### src/rtl/bdeq_pkg.sv
package bdeq_pkg;

  typedef enum logic [2:0] {
    CMD_PUSH_FRONT = 3'd0,
    CMD_PUSH_BACK  = 3'd1,
    CMD_POP_FRONT  = 3'd2,
    CMD_POP_BACK   = 3'd3,
    CMD_DUMP       = 3'd4
  } cmd_t;

  typedef enum logic [1:0] {
    ST_OK    = 2'd0,
    ST_EMPTY = 2'd1,
    ST_FULL  = 2'd2
  } status_t;

  typedef enum logic [1:0] {
    S_IDLE,
    S_READ,
    S_SEND
  } state_t;

  // Controller to datapath.
  typedef struct packed {
    logic exec;        // carry out a single-result command from the input
    logic dump_start;  // load the dump cursor from the front of the queue
    logic emit;        // place the word read at the cursor in the output register
  } ctl_t;

  // Datapath to controller.
  typedef struct packed {
    logic empty;
    logic out_free;    // output register is empty or being taken this cycle
    logic dump_last;   // the cursor points at the back word
  } stat_t;

endpackage

### src/rtl/bdeq_ctrl.sv
module bdeq_ctrl (
  input  logic                clk,
  input  logic                rst,
  input  logic                s_tvalid,
  output logic                s_tready,
  input  logic [2:0]          command,
  input  bdeq_pkg::stat_t     stat,
  output bdeq_pkg::ctl_t      ctl
);
  import bdeq_pkg::*;

  state_t state;
  state_t state_next;
  logic   take;
  logic   is_dump;

  assign is_dump = (command == CMD_DUMP);
  assign take    = s_tvalid && s_tready;

  always_ff @(posedge clk) begin
    if (rst) begin
      state <= S_IDLE;
    end else begin
      state <= state_next;
    end
  end

  always_comb begin
    state_next = state;
    case (state)
      S_IDLE: begin
        if (take && is_dump && !stat.empty) begin
          state_next = S_READ;
        end
      end
      S_READ: begin
        state_next = S_SEND;
      end
      S_SEND: begin
        if (stat.out_free) begin
          state_next = stat.dump_last ? S_IDLE : S_READ;
        end
      end
      default: begin
        state_next = S_IDLE;
      end
    endcase
  end

  always_comb begin
    s_tready       = 1'b0;
    ctl.exec       = 1'b0;
    ctl.dump_start = 1'b0;
    ctl.emit       = 1'b0;
    case (state)
      S_IDLE: begin
        s_tready       = stat.out_free;
        // A dump of an empty queue answers with a single status result.
        ctl.exec       = take && !(is_dump && !stat.empty);
        ctl.dump_start = take && is_dump && !stat.empty;
      end
      S_SEND: begin
        ctl.emit = stat.out_free;
      end
      default: begin
      end
    endcase
  end

endmodule

### src/rtl/bdeq_dpath.sv
module bdeq_dpath #(
  parameter int DEPTH = 16
) (
  input  logic               clk,
  input  logic               rst,
  input  bdeq_pkg::ctl_t     ctl,
  output bdeq_pkg::stat_t    stat,
  input  logic [2:0]         command,
  input  logic [31:0]        value,
  output logic               out_valid,
  input  logic               out_ready,
  output logic [1:0]         out_status,
  output logic [31:0]        out_data,
  output logic               out_last
);
  import bdeq_pkg::*;

  localparam int IW = (DEPTH > 1) ? $clog2(DEPTH) : 1;
  localparam int OW = $clog2(DEPTH + 1);

  logic [31:0]   mem [DEPTH];
  logic [IW-1:0] front;
  logic [OW-1:0] occ;
  logic [IW-1:0] cursor;
  logic [OW-1:0] cnt;
  logic [31:0]   rd_data;

  logic          full;
  logic          empty;
  logic [IW-1:0] front_inc;
  logic [IW-1:0] front_dec;
  logic [IW-1:0] cursor_inc;
  logic [OW:0]   back_sum;
  logic [IW-1:0] back_pos;
  logic          do_push;
  logic [IW-1:0] wr_addr;
  status_t       exec_status;

  assign full  = (occ == OW'(DEPTH));
  assign empty = (occ == '0);

  assign front_inc  = (front == IW'(DEPTH - 1)) ? '0 : front + IW'(1);
  assign front_dec  = (front == '0) ? IW'(DEPTH - 1) : front - IW'(1);
  assign cursor_inc = (cursor == IW'(DEPTH - 1)) ? '0 : cursor + IW'(1);

  // The back slot is front + occupancy, folded once into the ring.
  assign back_sum = {1'b0, occ} + (OW + 1)'(front);
  assign back_pos = (back_sum >= (OW + 1)'(DEPTH)) ? IW'(back_sum - (OW + 1)'(DEPTH))
                                                   : IW'(back_sum);

  assign do_push = ctl.exec && !full &&
                   (command == CMD_PUSH_FRONT || command == CMD_PUSH_BACK);
  assign wr_addr = (command == CMD_PUSH_FRONT) ? front_dec : back_pos;

  always_comb begin
    case (command)
      CMD_PUSH_FRONT, CMD_PUSH_BACK: exec_status = full ? ST_FULL : ST_OK;
      CMD_POP_FRONT, CMD_POP_BACK, CMD_DUMP: exec_status = empty ? ST_EMPTY : ST_OK;
      default: exec_status = ST_OK;
    endcase
  end

  always_ff @(posedge clk) begin
    if (do_push) begin
      mem[wr_addr] <= value;
    end
    rd_data <= mem[cursor];
  end

  always_ff @(posedge clk) begin
    if (rst) begin
      front <= '0;
      occ   <= '0;
    end else if (ctl.exec) begin
      case (command)
        CMD_PUSH_FRONT: begin
          if (!full) begin
            front <= front_dec;
            occ   <= occ + OW'(1);
          end
        end
        CMD_PUSH_BACK: begin
          if (!full) begin
            occ <= occ + OW'(1);
          end
        end
        CMD_POP_FRONT: begin
          if (!empty) begin
            front <= front_inc;
            occ   <= occ - OW'(1);
          end
        end
        CMD_POP_BACK: begin
          if (!empty) begin
            occ <= occ - OW'(1);
          end
        end
        default: begin
        end
      endcase
    end
  end

  always_ff @(posedge clk) begin
    if (rst) begin
      cursor <= '0;
      cnt    <= '0;
    end else if (ctl.dump_start) begin
      cursor <= front;
      cnt    <= '0;
    end else if (ctl.emit) begin
      cursor <= cursor_inc;
      cnt    <= cnt + OW'(1);
    end
  end

  always_ff @(posedge clk) begin
    if (rst) begin
      out_valid <= 1'b0;
    end else if (ctl.exec || ctl.emit) begin
      out_valid <= 1'b1;
    end else if (out_ready) begin
      out_valid <= 1'b0;
    end
  end

  always_ff @(posedge clk) begin
    if (ctl.exec) begin
      out_status <= exec_status;
      out_data   <= '0;
      out_last   <= 1'b1;
    end else if (ctl.emit) begin
      out_status <= ST_OK;
      out_data   <= rd_data;
      out_last   <= stat.dump_last;
    end
  end

  assign stat.empty     = empty;
  assign stat.out_free  = !out_valid || out_ready;
  assign stat.dump_last = (cnt + OW'(1) == occ);

`ifndef SYNTH
  a_occ_bound: assert property (@(posedge clk) disable iff (rst)
    occ <= OW'(DEPTH))
    else $error("occupancy above depth");

  a_full_push_holds: assert property (@(posedge clk) disable iff (rst)
    ctl.exec && full && (command == CMD_PUSH_FRONT || command == CMD_PUSH_BACK)
    |=> $stable(occ) && $stable(front))
    else $error("push on a full queue changed the state");

  a_emit_in_range: assert property (@(posedge clk) disable iff (rst)
    ctl.emit |-> (cnt < occ))
    else $error("dump cursor ran past the back word");

  a_load_when_free: assert property (@(posedge clk) disable iff (rst)
    (ctl.exec || ctl.emit) |-> (!out_valid || out_ready))
    else $error("output register overwritten while a result was pending");

  a_dump_keeps_state: assert property (@(posedge clk) disable iff (rst)
    ctl.emit |=> $stable(occ) && $stable(front))
    else $error("queue state changed during a dump");
`endif

endmodule

### src/rtl/bounded_double_ended_queue_unit.sv
// Bounded double-ended queue of signed 32-bit words held in a ring of DEPTH
// entries. Commands arrive on the s_ channel: s_tuser carries the command
// (push front, push back, pop front, pop back, dump) and s_tdata the word
// to push. Results leave on the m_ channel with the status in m_tuser, the
// word in m_tdata and m_tlast set on the final result of each command.
// Push, pop and an empty dump give one result, registered in the cycle
// after the transaction, and a new command is taken in the same cycle as
// the previous result is taken, so single-result commands run at one per
// cycle while the receiver keeps m_tready high.
// A dump of a non-empty queue streams its words one at a time, front to
// back, as the controller alternates a registered read of the ring memory
// (S_READ) with the load of the output register (S_SEND), which waits
// while the receiver stalls; no new command is taken until the dump's
// last word is in the output register.
// When the receiver stalls, the result stays in the output register and
// s_tready falls. Reset empties the queue and clears any pending result;
// the ring contents are not cleared and are never read before written.
module bounded_double_ended_queue_unit #(
  parameter int DEPTH = 16
) (
  input  logic        clk,
  input  logic        rst,
  input  logic        s_tvalid,
  output logic        s_tready,
  input  logic [31:0] s_tdata,   // [31:0] value
  input  logic [2:0]  s_tuser,   // [2:0] command
  output logic        m_tvalid,
  input  logic        m_tready,
  output logic [31:0] m_tdata,   // [31:0] data
  output logic [1:0]  m_tuser,   // [1:0] status
  output logic        m_tlast
);
  import bdeq_pkg::*;

  ctl_t  ctl;
  stat_t stat;

  bdeq_ctrl u_ctrl (
    .clk      (clk),
    .rst      (rst),
    .s_tvalid (s_tvalid),
    .s_tready (s_tready),
    .command  (s_tuser),
    .stat     (stat),
    .ctl      (ctl)
  );

  bdeq_dpath #(
    .DEPTH (DEPTH)
  ) u_dpath (
    .clk        (clk),
    .rst        (rst),
    .ctl        (ctl),
    .stat       (stat),
    .command    (s_tuser),
    .value      (s_tdata),
    .out_valid  (m_tvalid),
    .out_ready  (m_tready),
    .out_status (m_tuser),
    .out_data   (m_tdata),
    .out_last   (m_tlast)
  );

endmodule

### config.mk
export PLATFORM = sky130hd
export DESIGN_NAME = bounded_double_ended_queue_unit
export DESIGN_NICKNAME = d
export VERILOG_FILES = /design/src/rtl/bdeq_pkg.sv /design/src/rtl/bdeq_ctrl.sv /design/src/rtl/bdeq_dpath.sv /design/src/rtl/bounded_double_ended_queue_unit.sv
export SDC_FILE = /design/constraint.sdc
export NUM_CORES = 1
export LEC_CHECK = 0
export ABC_CLOCK_PERIOD_IN_PS = 8500
export BUFFER_PORTS_ARGS = -buffer_cell sky130_fd_sc_hd__clkbuf_2
export CAP_MARGIN = 20
export CORE_MARGIN = 2
export CORE_UTILIZATION = 58
export CTS_CLUSTER_SIZE = 30
export DETAILED_ROUTE_END_ITERATION = 16
export PLACE_DENSITY = 0.75
export SLEW_MARGIN = 10
export SYNTH_ARGS = -nofsm -noshare
export SYNTH_HDL_FRONTEND = slang
export SYNTH_SLANG_ARGS = --single-unit
### constraint.sdc
create_clock -name clk -period 8.5 [get_ports clk]
set_clock_uncertainty 0.05 [all_clocks]
set_input_delay 1.275 -clock clk [delete_from_list [all_inputs] [get_ports clk]]
set_output_delay 1.275 -clock clk [all_outputs]
set_load 0.02 [all_outputs]
==> metrics.md <==
| Metric | Value |
|---|---|
| Outcome | `completed` |
| Max VDD drop | `~0.16 mV` |
| Num ports | `76` |
| Clock root cell | `clkbuf_16` |
| Top FF cell, synth | `edfxtp_1` |
| Worst hold path depth | `1` |
| Synth async-reset ratio | `0%` |
| Ant. Diodes | `0` |
| First-pass GRT wire length | `68.4 mm` |
| FF+latch count, synth | `600` |
| Post-CTS Resized | `0` |
| Number of DRC markers in iteration 0 | `~1.0k` |
| Power Density | `about 230 nW/um2` |
| Count leader, synth | `edfxtp_1` |
| Cell variety after synth | `53` |
| Pin count of the biggest net entering global routing | `110` |
| Syn nets | `1,223` |
| Worst slew pin tran | `~1100 ps` |
| Core Rows | `around 70` |
| Routed via count | `11.1k` |
| Final min period | `roughly 3400 ps` |
| Slew Limit Fails | `0` |
| Design Power | `slightly below 6 mW` |
| Synth cell count leaders | `edfxtp_1, mux4_2, dfxtp_1` |
| CP Launch Type | `input pin` |
| RSZ-0062 raised after global routing | `no` |
| ANT nets after route | `0` |
| Core box area | `around 39,000 um2` |
| Clock Latency Late Sink | `590 ps` |
| Setup crit end kind | `flop` |
| Post-route DRC | `0` |
| Drt first pass iters | `5` |
| Max Fanout on Critical Path | `32` |
| CTS sink count | `600` |
| Die width | `between 200 and 250 um` |
| Cts bufs inserted | `57` |
| Area grow syn2layout | `11.8%` |
| Max Buffers Root-to-Sink | `3` |
| Sequential share of the synthesized area | `75.3%` |
| HP Class | `flop to flop` |
| Routed len/inst | `around 24 um` |
| Gp weighted congestion | `between 0.8 and 0.9` |
| Critical setup path kind | `input pin to flop` |
| Warnings from Yosys | `0` |
| Initial Util | `around three fifths` |
| Slew HR | `29.6%` |
| Final period util | `roughly two fifths` |
| Leak | `8.16 nW` |
| # nets final | `roughly 1.3k` |
| Post-synth top area share | `roughly two thirds` |
| Synth area leaders | `edfxtp_1, mux4_2, dfxtp_1` |
| Critical Path RT | `between 8000 and 9000 ps` |
| Number of synthesized flops with an enable pin | `514` |
| Setup TNS | `0 ps` |
| Final Util | `65.8%` |
| CTS tree | `done` |
| Via density per instance | `6.15` |
| R2r worst-path depth | `7` |
| Initial antenna violation count | `0` |
| Post-Synthesis Cells | `approximately 1.2k` |
| Post-DP HPWL | `around 23 mm` |
| Final instance area | `approximately 25,000 um2` |
| Die height | `202 um` |
| IO Port Bufs | `between 70 and 80` |
| Mapped Area | `between 20,000 and 25,000 um2` |
| Setup bufs post-CTS | `0` |
| Layout cell share with drive strength beyond 1 | `25.5%` |
| Max-capacitance violation count | `0` |
| Vias in the first global route | `roughly 11k` |
| CP Data Arrival Time | `3600 ps` |
| Post-Route WL | `roughly 44 mm` |
| Final setup fails | `0` |
| Gr ovfl total | `0` |
| Clock transition at path regs | `about 60 ps` |
| All-layer global routing usage | `22.1%` |
| Synth Area per Inst | `between 15 and 20 um2` |
| Htree depth | `2` |
| Final Hold Viols | `0` |
| Achievable Freq | `290 MHz` |
| Hold_buf cts | `0` |
| DIE AREA | `between 40,000 and 50,000 um2` |
| Largest area contributor in the netlist | `edfxtp_1` |
| Post-place instance area | `between 20,000 and 25,000 um2` |
final timing paths:
kind / endpoint / startpoint / slack [ps]
setup reg to reg: u_dpath.mem[13][21]$_DFFE_PP_ / u_dpath.occ[0]$_SDFFE_PP0P_ / 5080
hold reg to reg: u_dpath.out_data[29]$_SDFFE_PN0P_ / u_dpath.rd_data[29]$_DFF_P_ / 400
setup / recovery: u_dpath.mem[13][21]$_DFFE_PP_ / m_tready / 5050
hold / removal: u_dpath.out_data[29]$_SDFFE_PN0P_ / u_dpath.rd_data[29]$_DFF_P_ / 400
final cells by class:
type / instances / area (um2)
clock buffer: 75 / 1540
clock inverter: 30 / 315
fill: 2566 / 13200
inverter: 8 / 30.0
multi-input combinational: 501 / 5330
sequential: 600 / 17200
tap: 518 / 648
timing repair buffer: 82 / 453
cell families (layout without fill, tap and decap cells):
| family | count (synthesis) | count (layout) | share of synthesized area, % |
|---|---|---|---|
| flip-flops | 600 | 600 | 75.3 |
| AND/OR/NAND/NOR | 189 | 189 | 4.22 |
| AO/OA/AOI/OAI | 145 | 145 | 4.64 |
| multiplexers | 134 | 134 | 12.9 |
| buffers and inverters | 71 | 195 | 1.42 |
| XOR/XNOR | 21 | 21 | 0.807 |
| adder cells (fa/ha/maj) | 12 | 12 | 0.725 |
layout by cell type (no fill, tap or decap), drive strengths merged, types with 10 or more instances in the layout:
cell type / n
nand2: 74
nor2b: 35
a21oi: 17
ha: 10
edfxtp: 514
clkinv: 20
a31oi: 34
a211oi: 34
dfxtp: 86
nor2: 25
mux4: 128
xnor2: 15
clkbuf: 150
a22o: 33
and2: 18
report_power, final:
part           switching (mW)  internal, mW  leakage [nW]
Clock                    1.05          1.46         0.906
Combinational           0.120        0.0666          1.91
Sequential             0.0198          3.22          5.33
Total                    1.19          4.75          8.16
sequential cells by signal, summed over array words and instances (netlist names):
name	flops
u_ctrl.state	2
u_dpath.cnt	5
u_dpath.cursor	4
u_dpath.front	4
u_dpath.mem	512
u_dpath.occ	5
u_dpath.out_data	32
u_dpath.out_last	1
u_dpath.out_status	2
u_dpath.out_valid	1
u_dpath.rd_data	32
metrics by stage:
step / instances / worst slack (ps) / hold WS, ps
2_1_floorplan: 1172 / 4870 / 376
3_3_place_gp: 1708 / 4570 / 379
3_5_place_dp: 1708 / 4440 / 384
4_1_cts: 1813 / 5060 / 397
5_1_grt: 1814 / 4910 / 417
6_report: 1814 / 5050 / 396
worst max-delay path: stages:
cell and delay (ps):
clkbuf_2 90, nand2b_1 180, nand3_1 320, or4b_1 670, nor2_2 180, and2_2 830
metal layers:
metal | global-route usage (%) | wire length [um] | share of wire (%)
met5 | 0 | 0 | 0
met4 | 6.65 | 952 | 2.2
met3 | 2.82 | 2150 | 4.9
met2 | 36.0 | 21800 | 50
met1 | 31.9 | 19100 | 43
Power figures use the tool's default switching activity.
